===== src/rtl/busdec_pkg.sv =====
package busdec_pkg;

   // Address bus and data widths
   localparam int unsigned ADDR_W   = 24;
   localparam int unsigned DATA_W   = 16;
   localparam int unsigned CSR_AW   = 5;
   localparam int unsigned CSR_DW   = 32;
   localparam int unsigned REQ_DW   = 40;
   localparam int unsigned REQ_UW   = 2;
   localparam int unsigned RSP_DW   = 72;

   // Reset values of the control registers
   localparam logic [ADDR_W-1:0] RAM_SIZE_RESET       = 24'h100000;
   localparam logic              FAULT_CHECK_ON_RESET = 1'b1;

   // Device selected by an access
   typedef enum logic [3:0] {
      TGT_NONE     = 4'd0,
      TGT_RAM      = 4'd1,
      TGT_MEMCFG   = 4'd2,
      TGT_DMA_ADDR = 4'd3,
      TGT_DMA_DISK = 4'd4,
      TGT_DMA_STAT = 4'd5,
      TGT_PSG_SEL  = 4'd6,
      TGT_PSG_DATA = 4'd7,
      TGT_ACIA0    = 4'd8,
      TGT_ACIA1    = 4'd9,
      TGT_RTC      = 4'd10
   } target_type;

   // Control register indexes (byte address is 4 * index)
   typedef enum logic [2:0] {
      CSR_RAM_SIZE       = 3'd0,
      CSR_FAULT_CHECK_ON = 3'd1,
      CSR_IS_STE         = 3'd2,
      CSR_IS_MEGA        = 3'd3,
      CSR_IS_TT          = 3'd4,
      CSR_HAS_RTC        = 3'd5
   } csr_index_type;

   typedef struct packed {
      logic [ADDR_W-1:0] ram_size;
      logic              fault_check_on;
      logic              is_ste;
      logic              is_mega;
      logic              is_tt;
      logic              has_rtc;
   } cfg_type;

   typedef struct packed {
      logic              kind;
      logic              is_word;
      logic [ADDR_W-1:0] address;
      logic [DATA_W-1:0] write_data;
   } req_item_type;

   typedef struct packed {
      target_type        target;
      logic [3:0]        reg_index;
      logic [ADDR_W-1:0] ram_offset;
      logic [DATA_W-1:0] local_data;
      logic [DATA_W-1:0] device_data;
      logic              high_lane;
      logic              access_fault;
   } rsp_item_type;

endpackage


===== src/rtl/busdec_decode.sv =====
module busdec_decode
   import busdec_pkg::*;
(
   input  req_item_type item,
   input  cfg_type      cfg,
   input  logic [7:0]   mem_config,
   output rsp_item_type result,
   output logic         memcfg_we,
   output logic [7:0]   memcfg_wdata
);

   // Upper limit of each memory-bank setting
   function automatic logic [ADDR_W-1:0] bank_limit(input logic [3:0] sel);
      logic [ADDR_W-1:0] lim;
      unique case (sel)
         4'd0:    lim = 24'h040000;
         4'd1:    lim = 24'h080000;
         4'd2:    lim = 24'h200000;
         4'd3:    lim = 24'h800000;
         4'd4:    lim = 24'h080000;
         4'd5:    lim = 24'h100000;
         4'd6:    lim = 24'h280000;
         4'd7:    lim = 24'h880000;
         4'd8:    lim = 24'h200000;
         4'd9:    lim = 24'h280000;
         4'd10:   lim = 24'h400000;
         4'd11:   lim = 24'ha00000;
         4'd12:   lim = 24'h800000;
         4'd13:   lim = 24'h880000;
         4'd14:   lim = 24'ha00000;
         default: lim = 24'hf00000;
      endcase
      return lim;
   endfunction

   logic [ADDR_W-1:0] a;
   logic [DATA_W-1:0] wd;
   logic [7:0]        wbyte;
   logic [7:0]        whigh;
   logic              wr;
   logic              word;
   logic              below_size;
   logic              limit_ok;
   logic              in_sound;
   logic              in_blit;
   logic              in_rtc;
   logic              in_acia;
   logic              in_vme;
   logic              ste_byte;
   logic              ste_word;
   logic              acia_hi;
   target_type        acia_tgt;

   assign a     = item.address;
   assign wd    = item.write_data;
   assign wbyte = wd[7:0];
   assign whigh = wd[15:8];
   assign wr    = item.kind;
   assign word  = item.is_word;

   // Window checks used by the access kinds below
   assign below_size = a < cfg.ram_size;
   assign limit_ok   = (mem_config[7:4] == 4'd0) && (a < bank_limit(mem_config[3:0]));
   assign in_sound   = a[23:6] == 18'h3fe24;   // 0xff8900..0xff893f
   assign in_blit    = a[23:6] == 18'h3fe28;   // 0xff8a00..0xff8a3f
   assign in_rtc     = a[23:5] == 19'h7ffe1;   // 0xfffc20..0xfffc3f
   assign in_acia    = (a[23:3] == 21'h1fff80) && (a[2:0] != 3'd7) && !a[0];
   assign in_vme     = (a[23:4] == 20'hff8e0) && a[0];
   assign acia_hi    = a[2];
   assign acia_tgt   = acia_hi ? TGT_ACIA1 : TGT_ACIA0;

   // Enhanced-model sound and joypad registers
   assign ste_byte = (a == 24'hff9000) || (a == 24'hff9001) ||
                     (a[23:2] == 22'h3fe480) ||
                     (a == 24'hff9211) || (a == 24'hff9213) ||
                     (a == 24'hff9215) || (a == 24'hff9217) ||
                     (a[23:2] == 22'h3fe488);
   assign ste_word = (a == 24'hff9000) || (a == 24'hff9200) || (a == 24'hff9202) ||
                     (a == 24'hff9220) || (a == 24'hff9222);

   always_comb begin
      result       = '0;
      result.target = TGT_NONE;
      memcfg_we    = 1'b0;
      memcfg_wdata = wbyte;

      if (a < 24'hf00000) begin
         // RAM window with size and bank-limit check
         if (!below_size && cfg.fault_check_on && !limit_ok) begin
            result.access_fault = 1'b1;
            if (!wr) begin
               result.local_data = word ? 16'hffff : 16'h00ff;
            end
         end else if (below_size) begin
            result.target     = TGT_RAM;
            result.ram_offset = a;
            if (wr) begin
               result.device_data = word ? wd : {8'h00, wbyte};
            end
         end
      end else begin
         unique case ({wr, word})
            // Byte read
            2'b00: begin
               priority if (in_sound) result.access_fault = !cfg.is_ste;
               else if (in_blit) result.access_fault = 1'b1;
               else if (in_rtc) begin
                  if (cfg.is_mega || cfg.has_rtc) begin
                     result.target    = TGT_RTC;
                     result.reg_index = a[4:1];
                  end
               end
               else if (a == 24'hff8001) begin
                  result.target     = TGT_MEMCFG;
                  result.local_data = {8'h00, mem_config};
               end
               else if (a == 24'hff8609) result.target = TGT_DMA_ADDR;
               else if (a == 24'hff860b) begin
                  result.target    = TGT_DMA_ADDR;
                  result.reg_index = 4'd1;
               end
               else if (a == 24'hff860d) begin
                  result.target    = TGT_DMA_ADDR;
                  result.reg_index = 4'd2;
               end
               else if (a == 24'hff860e || a == 24'hff860f) begin
               end
               else if (a == 24'hff8800) result.target = TGT_PSG_DATA;
               else if (a == 24'hff8802) result.target = TGT_PSG_SEL;
               else if (in_acia) begin
                  result.target    = acia_tgt;
                  result.reg_index = {3'd0, a[1]};
               end
               else if (in_vme) result.access_fault = !(cfg.is_mega || cfg.is_tt);
               else if (ste_byte) result.access_fault = !cfg.is_ste;
               else result.access_fault = 1'b1;
            end
            // Word read
            2'b01: begin
               priority if (in_sound) result.access_fault = !cfg.is_ste;
               else if (in_blit) result.access_fault = 1'b1;
               else if (a == 24'hfa0000 || a == 24'hfa0002) begin
               end
               else if (a == 24'hff8604) result.target = TGT_DMA_DISK;
               else if (a == 24'hff8606) result.target = TGT_DMA_STAT;
               else if (a == 24'hff8608) result.target = TGT_DMA_ADDR;
               else if (a == 24'hff860a) begin
                  result.target    = TGT_DMA_ADDR;
                  result.reg_index = 4'd1;
               end
               else if (a == 24'hff860c) begin
                  result.target    = TGT_DMA_ADDR;
                  result.reg_index = 4'd2;
               end
               else if (a == 24'hff860e) begin
               end
               else if (ste_word) result.access_fault = !cfg.is_ste;
               else if (in_acia) begin
                  result.target    = acia_tgt;
                  result.reg_index = {3'd0, a[1]};
                  result.high_lane = 1'b1;
               end
               else result.access_fault = 1'b1;
            end
            // Byte write
            2'b10: begin
               priority if (a >= 24'hff8808 && a < 24'hff8900) result.access_fault = 1'b1;
               else if (in_sound) result.access_fault = !cfg.is_ste;
               else if (in_blit) result.access_fault = 1'b1;
               else if (in_rtc) begin
                  if (cfg.is_mega || cfg.has_rtc) begin
                     result.target      = TGT_RTC;
                     result.reg_index   = a[4:1];
                     result.device_data = {8'h00, wbyte};
                  end else begin
                     result.access_fault = 1'b1;
                  end
               end
               else if (a == 24'hff8001) begin
                  result.target      = TGT_MEMCFG;
                  result.device_data = {8'h00, wbyte};
                  memcfg_we          = 1'b1;
               end
               else if (a == 24'hff8609) begin
                  result.target      = TGT_DMA_ADDR;
                  result.device_data = {8'h00, wbyte};
               end
               else if (a == 24'hff860b) begin
                  result.target      = TGT_DMA_ADDR;
                  result.reg_index   = 4'd1;
                  result.device_data = {8'h00, wbyte};
               end
               else if (a == 24'hff860d) begin
                  result.target      = TGT_DMA_ADDR;
                  result.reg_index   = 4'd2;
                  result.device_data = {8'h00, wbyte};
               end
               else if (a == 24'hff860e || a == 24'hff860f) begin
               end
               else if (a == 24'hff8800 || a == 24'hff8804) begin
                  result.target      = TGT_PSG_SEL;
                  result.device_data = {8'h00, wbyte};
               end
               else if (a == 24'hff8802 || a == 24'hff8806) begin
                  result.target      = TGT_PSG_DATA;
                  result.device_data = {8'h00, wbyte};
               end
               else if (in_vme) result.access_fault = !cfg.is_mega;
               else if (ste_byte) result.access_fault = !cfg.is_ste;
               else if (in_acia) begin
                  result.target      = acia_tgt;
                  result.reg_index   = {3'd0, a[1]};
                  result.device_data = {8'h00, wbyte};
               end
               else result.access_fault = 1'b1;
            end
            // Word write
            default: begin
               priority if (a >= 24'hff8804 && a < 24'hff8900) result.access_fault = 1'b1;
               else if (in_sound) result.access_fault = !cfg.is_ste;
               else if (in_blit) result.access_fault = 1'b1;
               else if (a == 24'hff8604) begin
                  result.target      = TGT_DMA_DISK;
                  result.device_data = wd;
               end
               else if (a == 24'hff8606) begin
                  result.target      = TGT_DMA_STAT;
                  result.device_data = wd;
               end
               else if (a == 24'hff860e) begin
               end
               else if (a == 24'hff8800) begin
                  result.target      = TGT_PSG_SEL;
                  result.device_data = {8'h00, whigh};
               end
               else if (a == 24'hff8802) begin
                  result.target      = TGT_PSG_DATA;
                  result.device_data = {8'h00, whigh};
               end
               else if (ste_word) result.access_fault = !cfg.is_ste;
               else if (in_acia) begin
                  result.target      = acia_tgt;
                  result.reg_index   = {3'd0, a[1]};
                  result.device_data = {8'h00, whigh};
               end
               else result.access_fault = 1'b1;
            end
         endcase
      end
   end

endmodule


===== src/rtl/bus_address_decoder.sv =====
// Bus address decoder for a 24-bit CPU bus.
// Each request transfer carries one byte or word access (tuser: read/write and
// size; tdata: address and write data). Each response transfer carries the
// decoded target device, the register index inside it, the RAM offset, the
// read data the decoder supplies itself, the write data for the device, the
// upper-lane flag and the bus-error flag.
// The memory-configuration byte lives here; it is written and read back by
// byte accesses at 0xff8001, in request order.
// A request taken is held in the request register, decoded, and then held in
// the response register, which drives the response channel. One request is
// taken every cycle while the receiver does not stall; the decode is a single
// level of compare-and-select logic between the request and response registers.
// When the receiver stalls, the response register holds; the request register
// takes one more transfer only if it is empty, and req_tready is low while full.
// The control registers sit on the csr_ APB port (byte address 4 * index); the
// user must write them only while no access is in flight, as the block does
// not enforce it. Reset clears both stages and sets the control registers and
// the memory-configuration byte to their reset values.
module bus_address_decoder
   import busdec_pkg::*;
(
   input  logic              clock,
   input  logic              reset,
   // request channel
   input  logic              req_tvalid,
   output logic              req_tready,
   input  logic [REQ_DW-1:0] req_tdata,   // address[23:0], write_data[39:24]
   input  logic [REQ_UW-1:0] req_tuser,   // kind[0], is_word[1]
   // response channel
   output logic              rsp_tvalid,
   input  logic              rsp_tready,
   // target[3:0], reg_index[7:4], ram_offset[31:8], local_data[47:32],
   // device_data[63:48], high_lane[64], access_fault[65], zero pad[71:66]
   output logic [RSP_DW-1:0] rsp_tdata,
   // control register port
   input  logic              csr_psel,
   input  logic              csr_penable,
   input  logic              csr_pwrite,
   input  logic [CSR_AW-1:0] csr_paddr,
   input  logic [CSR_DW-1:0] csr_pwdata,
   output logic [CSR_DW-1:0] csr_prdata,
   output logic              csr_pready
);

   cfg_type       cfg_ff;
   cfg_type       cfg_in;
   logic [7:0]    mem_config_ff;
   logic [7:0]    mem_config_in;
   logic          s1_valid_ff;
   logic          s1_valid_in;
   req_item_type  s1_item_ff;
   logic          s2_valid_ff;
   logic          s2_valid_in;
   rsp_item_type  s2_item_ff;
   rsp_item_type  decoded;
   logic          memcfg_we;
   logic [7:0]    memcfg_wdata;
   logic          s2_load;
   logic          s1_load;
   logic          csr_write;
   csr_index_type csr_sel;

   // Control register writes
   assign csr_pready = 1'b1;
   assign csr_write  = csr_psel && csr_penable && csr_pwrite && csr_pready;
   assign csr_sel    = csr_index_type'(csr_paddr[CSR_AW-1:2]);

   always_comb begin
      cfg_in = cfg_ff;
      if (csr_write) begin
         unique case (csr_sel)
            CSR_RAM_SIZE:       cfg_in.ram_size       = csr_pwdata[ADDR_W-1:0];
            CSR_FAULT_CHECK_ON: cfg_in.fault_check_on = csr_pwdata[0];
            CSR_IS_STE:         cfg_in.is_ste         = csr_pwdata[0];
            CSR_IS_MEGA:        cfg_in.is_mega        = csr_pwdata[0];
            CSR_IS_TT:          cfg_in.is_tt          = csr_pwdata[0];
            CSR_HAS_RTC:        cfg_in.has_rtc        = csr_pwdata[0];
            default: ;
         endcase
      end
   end

   // Register read-back
   always_comb begin
      unique case (csr_sel)
         CSR_RAM_SIZE:       csr_prdata = {{(CSR_DW-ADDR_W){1'b0}}, cfg_ff.ram_size};
         CSR_FAULT_CHECK_ON: csr_prdata = {{(CSR_DW-1){1'b0}}, cfg_ff.fault_check_on};
         CSR_IS_STE:         csr_prdata = {{(CSR_DW-1){1'b0}}, cfg_ff.is_ste};
         CSR_IS_MEGA:        csr_prdata = {{(CSR_DW-1){1'b0}}, cfg_ff.is_mega};
         CSR_IS_TT:          csr_prdata = {{(CSR_DW-1){1'b0}}, cfg_ff.is_tt};
         CSR_HAS_RTC:        csr_prdata = {{(CSR_DW-1){1'b0}}, cfg_ff.has_rtc};
         default:            csr_prdata = '0;
      endcase
   end

   // Two-stage flow control: request register feeds the response register
   assign s2_load     = s1_valid_ff && (!s2_valid_ff || rsp_tready);
   assign s1_load     = req_tvalid && req_tready;
   assign req_tready  = !s1_valid_ff || s2_load;
   assign s1_valid_in = s1_load || (s1_valid_ff && !s2_load);
   assign s2_valid_in = s2_load || (s2_valid_ff && !rsp_tready);

   // Memory-config byte follows the decoded write as it moves on
   assign mem_config_in = (s2_load && memcfg_we) ? memcfg_wdata : mem_config_ff;

   busdec_decode u_decode (
      .item         (s1_item_ff),
      .cfg          (cfg_ff),
      .mem_config   (mem_config_ff),
      .result       (decoded),
      .memcfg_we    (memcfg_we),
      .memcfg_wdata (memcfg_wdata)
   );

   // Control state
   always_ff @(posedge clock) begin
      if (reset) begin
         cfg_ff.ram_size       <= RAM_SIZE_RESET;
         cfg_ff.fault_check_on <= FAULT_CHECK_ON_RESET;
         cfg_ff.is_ste         <= 1'b0;
         cfg_ff.is_mega        <= 1'b0;
         cfg_ff.is_tt          <= 1'b0;
         cfg_ff.has_rtc        <= 1'b0;
         mem_config_ff         <= '0;
         s1_valid_ff           <= 1'b0;
         s2_valid_ff           <= 1'b0;
      end else begin
         cfg_ff        <= cfg_in;
         mem_config_ff <= mem_config_in;
         s1_valid_ff   <= s1_valid_in;
         s2_valid_ff   <= s2_valid_in;
      end
   end

   // Payload registers
   always_ff @(posedge clock) begin
      if (s1_load) begin
         s1_item_ff.kind       <= req_tuser[0];
         s1_item_ff.is_word    <= req_tuser[1];
         s1_item_ff.address    <= req_tdata[ADDR_W-1:0];
         s1_item_ff.write_data <= req_tdata[ADDR_W+DATA_W-1:ADDR_W];
      end
      if (s2_load) begin
         s2_item_ff <= decoded;
      end
   end

   // Response packing
   assign rsp_tvalid = s2_valid_ff;
   assign rsp_tdata  = {6'd0,
                        s2_item_ff.access_fault,
                        s2_item_ff.high_lane,
                        s2_item_ff.device_data,
                        s2_item_ff.local_data,
                        s2_item_ff.ram_offset,
                        s2_item_ff.reg_index,
                        s2_item_ff.target};

endmodule


===== config.mk =====
export PLATFORM = sky130hd
export DESIGN_NAME = bus_address_decoder
export DESIGN_NICKNAME = d
export VERILOG_FILES = /design/src/rtl/busdec_pkg.sv /design/src/rtl/busdec_decode.sv /design/src/rtl/bus_address_decoder.sv
export SDC_FILE = /design/constraint.sdc
export NUM_CORES = 1
export LEC_CHECK = 0
export ABC_AREA = 0
export BUFFER_PORTS_ARGS = -buffer_cell sky130_fd_sc_hd__buf_2
export CORE_ASPECT_RATIO = 1.4
export CORE_MARGIN = 2
export CORE_UTILIZATION = 35
export DETAILED_ROUTE_END_ITERATION = 10
export GPL_ROUTABILITY_DRIVEN = 0
export PLACE_DENSITY = 0.63
export SLEW_MARGIN = 10
export SYNTH_ARGS = -nofsm -noshare
export SYNTH_HDL_FRONTEND = slang
export SYNTH_SLANG_ARGS = --single-unit
export TNS_END_PERCENT = 10

===== constraint.sdc =====
create_clock -name clock -period 5.3 [get_ports clock]
set_clock_uncertainty 0.15 [all_clocks]
set_input_delay 0.53 -clock clock [delete_from_list [all_inputs] [get_ports clock]]
set_output_delay 0.53 -clock clock [all_outputs]
set_load 0.005 [all_outputs]

; ---- Yosys cells after proc, flatten, opt, wreduce, memory -nomap -nowiden
; Memories as Yosys holds them, arrays and structs flattened. A register that Yosys moved wholly into a read port is not among the register bits.
; Cells that the tools add are included.
[word_totals]
reg_bits = 147
rom_bits = 96
wordCells = 292
n_memories = 1
[memory_table]
columns = memory, words, width, read_ports, rd_clocked_by_memory_dff, write_ports, line_no
row1 = (no name shown), 16, 6, 1, 1, 0, busdec_decode.sv:15  ; unique case (sel)
[classes]
magnitude_cmp = 6
n_eq_ne = 42
muxes = 162
n_bitwise = 3
n_reduce_logical = 58
[op_table]
columns = operator, n
row1 = "24-bit == test, second input constant", 27
row2 = 16-bit two-way mux, 33
row3 = 8-bit two-way mux, 32
row4 = 24-bit one-hot mux with 6 select lines, 1
row5 = 4-bit two-way mux, 34
row6 = 1-bit two-way mux, 58
row7 = "24-bit >= comparator, second input constant", 2
row8 = 24-bit < comparator, 2
row9 = "24-bit < comparator, second input constant", 2
row10 = "22-bit == test, second input constant", 2
row11 = "18-bit == test, second input constant", 2
row12 = 32-bit two-way mux, 1
row13 = 16-bit one-hot mux with 2 select lines, 1
row14 = 8-bit one-hot mux with 3 select lines, 1
row15 = "21-bit == test, second input constant", 1
row16 = 1-bit logical OR, 21
row17 = "20-bit == test, second input constant", 1
row18 = "19-bit == test, second input constant", 1
row19 = 1-bit logical AND, 15
row20 = 2-bit AND reduction, 6
row21 = 12-bit OR reduction, 1
row22 = 1-bit logical NOT, 10
row23 = "3-bit by 2-bit == test with 1-bit output, second input constant", 2
row24 = "3-bit == test, second input constant", 2
row25 = 11 further kinds, 13

; ---- Depth between registers and ports, before layout
[depth]
ltp_word = 23
mapped_depth = 10
depth_no_buf = 9

; ---- By module
; A second synthesis with hierarchy kept.
[hier_totals]
hier_cells = 718
area_unflattened_um2 = 7796.2
[modules_own_cells]
columns = mod, n_inst, cells_each, area_per_inst_um2
row1 = bus_address_decoder, 1, 332, 5323.9
row2 = busdec_decode, 1, 386, 2472.4

; ---- Worst setup path after synthesis
; OpenSTA, ideal clock, no wires.
[synth_path]
kind = in2reg
start = in rsp_tready
end = reg with a tool-made name
arrival_ps = 4638
required_ps = 5033
path_slack_ps = 395
cell_stages = 7
path_buffers = 1
cell_sequence = nor2b_1 -> nor2b_1 -> and4bb_1 -> buf_6 -> mux2_4 -> and2b_1 -> a22o_1
[synth_lines]
columns = item, line_no
row1 = start: declaration, bus_address_decoder.sv:31  ; input logic rsp_tready,

==> summary.md <==
| Metric | Value |
|---|---|
| Vias in the first global route | `5502` |
| Most common flop cell mapped by yosys | `edfxtp_1` |
| Worst-margin pin slew | `1.06 ns` |
| Total CTS buffers | `17` |
| Final worst path period need | `3.62 ns` |
| Most frequent cells in the layout | `buf_2 (167), edfxtp_1 (101), nand2_1 (91)` |
| Share of layout cells above drive strength 1 | `0.253` |
| Post-synth EDFFs | `101` |
| YS warnings | `0` |
| N_diodes | `0` |
| Peak VDD IR | `0.178 mV` |
| Cell Area, Placed | `8230 um2` |
| Post-route ant nets | `0` |
| Unrepaired setup endpoints after global routing | `no` |
| Arrival @ worst endpoint | `3.79 ns` |
| Final cell count without fillers | `1118` |
| Fin crit share | `0.684` |
| DR WL/cell | `16.6 um` |
| DP HPWL | `13.9 mm` |
| Most common cell after layout, fill and taps aside | `buf_2` |
| LEAKAGE | `3.45 nW` |
| Row Count | `62` |
| Max-Cap Viols | `0` |
| DRT Pass-1 Iters | `5` |
| Cell area power density | `310 nW/um2` |
| Clk buf depth | `2` |
| CTS clk-pin slew, worst paths | `0.07 ns` |
| Worst min path class | `input port to flop` |
| DRT iter0 DRCs | `211` |
| Final count of hold timing violations | `0` |
| CP required | `5.46 ns` |
| Core area | `20500 um2` |
| Hold Slack | `0.121 ns` |
| Setup crit end kind | `flop` |
| Final wirelength | `18.6 mm` |
| Post-CTS Setup Inserts | `0` |
| Finished layout cell area | `8850 um2` |
| Syn_area_per_cell | `10.5 um2` |
| Setup violations, final | `0` |
| Register bit count reported by yosys | `146` |
| Initial core utilization | `0.356` |
| DRC violation count after routing | `0` |
| Status | `finished clean` |
| Final Max Slew Viols | `0` |
| Startpoint types | `flop` |
| Global-route wire length before repair | `28.8 mm` |
| Achievable Freq | `0.276 GHz` |
| CTS tree | `yes` |
| Area grow syn2layout | `21.6%` |
| Fin util | `0.432` |
| Tot Pwr | `2.75 mW` |
| Port Buf Inserts | `167` |
| Grt ovf | `0` |
| Worst-skew pair later-pin latency | `0.43 ns` |
| Placed cells | `1086` |
| Largest net degree at the start of global routing | `62` |
| Chip Height | `175 um` |
| Hold-fix buffers, CTS | `0` |
| Max-Slew Margin vs Limit | `0.293` |
| Post-CTS resize count | `0` |
| Critical Setup Path Class | `flop to flop` |
| Syn Inst Count | `696` |
| GRT Overall Usage | `0.168` |
| CTS sink count | `146` |
| Setup TNS | `0 ns` |
| Dpl ws | `1.68 ns` |
| Mapped cell area | `7280 um2` |
| Register area share after synthesis | `0.540` |
| CTS root buf | `clkbuf_16` |
| Die area | `22000 um2` |
| Worst Path Max Fanout | `15` |
| Io pins | `193` |
| Setup ws final | `1.68 ns` |
| Via count | `5544` |
| Yosys cell types | `67` |
| Antenna violations before repair | `0` |
| Die X-Extent | `126 um` |
| Nets | `963` |
| Vias/cell | `4.96` |
| Asr flop ratio synth | `0` |
| H-tree Lvls | `4` |
[worst max-delay path, cell delays in order (launching register included)]
cell      delay [ns]
edfxtp_1        0.53
or4_4           0.68
or4_4           0.55
nor3_2          0.11
and4bb_1        0.70
mux2_4          0.37
and2b_1         0.19
a22o_1          0.24
[final timing paths]
check	start	end	slack, ns	cells after the start
min	req_tdata[34]	s1_item_ff[10]$_DFFE_PP_	0.12	1
max	s1_item_ff[21]$_DFFE_PP_	flop	1.68	7
min reg2reg	cfg_ff[12]$_SDFFE_PP0P_	cfg_ff[12]$_SDFFE_PP0P_	0.31	2
max reg2reg	s1_item_ff[21]$_DFFE_PP_	flop	1.68	7
[flip-flops by register name, summed over array words and instances (netlist names), named ones only]
name	cells
rsp_tdata	59
s1_valid_ff	1
cfg_ff	29
s1_item_ff	42
rsp_tvalid	1
mem_config_ff	8
[report_power, final]
| part | switching, mW | leakage (nW) | internal [mW] |
|---|---|---|---|
| registers | 0.0421 | 1.32 | 1.27 |
| logic | 0.104 | 1.83 | 0.0796 |
| clock network | 0.529 | 0.301 | 0.718 |
[metal layers]
layer	up-vias	routed length (um)	track usage
met5	-	0	0
met4	0	354	0.0627
met3	26	878	0.0374
met2	179	9720	0.299
met1	2556	7630	0.198
li1	2783	-	-
[synthesized netlist by cell type, types with 3 or more instances]
| master | count | area [um2] |
|---|---|---|
| a211o_1 | 3 | 26.3 |
| a211oi_1 | 5 | 37.5 |
| a21oi_1 | 41 | 205 |
| a22o_1 | 8 | 70.1 |
| and2_1 | 58 | 363 |
| and3_1 | 6 | 37.5 |
| and4_1 | 4 | 35.0 |
| buf_2 | 3 | 15.0 |
| buf_4 | 22 | 165 |
| clkbuf_1 | 22 | 82.6 |
| dfxtp_1 | 45 | 901 |
| edfxtp_1 | 101 | 3030 |
| ha_1 | 28 | 350 |
| inv_1 | 35 | 131 |
| mux2i_1 | 13 | 130 |
| nand2_1 | 91 | 342 |
| nand2b_1 | 9 | 56.3 |
| nand3_1 | 24 | 120 |
| nand3b_1 | 5 | 37.5 |
| nand4_1 | 15 | 93.8 |
| nor2_1 | 39 | 146 |
| nor2b_1 | 6 | 37.5 |
| nor3_1 | 19 | 95.1 |
| nor3b_1 | 4 | 30.0 |
| nor4_1 | 9 | 56.3 |
| o2111ai_1 | 3 | 26.3 |
| o211ai_1 | 5 | 37.5 |
| o21a_1 | 3 | 22.5 |
| o21ai_0 | 11 | 55.1 |
| or4_4 | 3 | 33.8 |
| xnor2_1 | 4 | 35.0 |
| xor2_1 | 3 | 26.3 |
[layout make-up]
type	count	area (um2)
repair buffers	172	873
fillers	2080	11600
well taps	256	320
clock buffers	17	425
inverters	35	131
clock inverters	15	191
multi-input cells	477	2980
flip-flops and latches	146	3930
[cells by family (layout without fill, tap and decap cells)]
| logic type | Yosys count | after routing | synth area share |
|---|---|---|---|
| other cells | 2 | 15 | 0.00103 |
| flops | 146 | 146 | 0.540 |
| xor+xnor | 7 | 7 | 0.00842 |
| compound gates | 105 | 105 | 0.0980 |
| fa+ha+maj | 28 | 28 | 0.0481 |
| mux | 14 | 14 | 0.0199 |
| buf+inv | 86 | 239 | 0.0605 |
| simple gates | 308 | 308 | 0.224 |
Power figures use the tool's default switching activity.
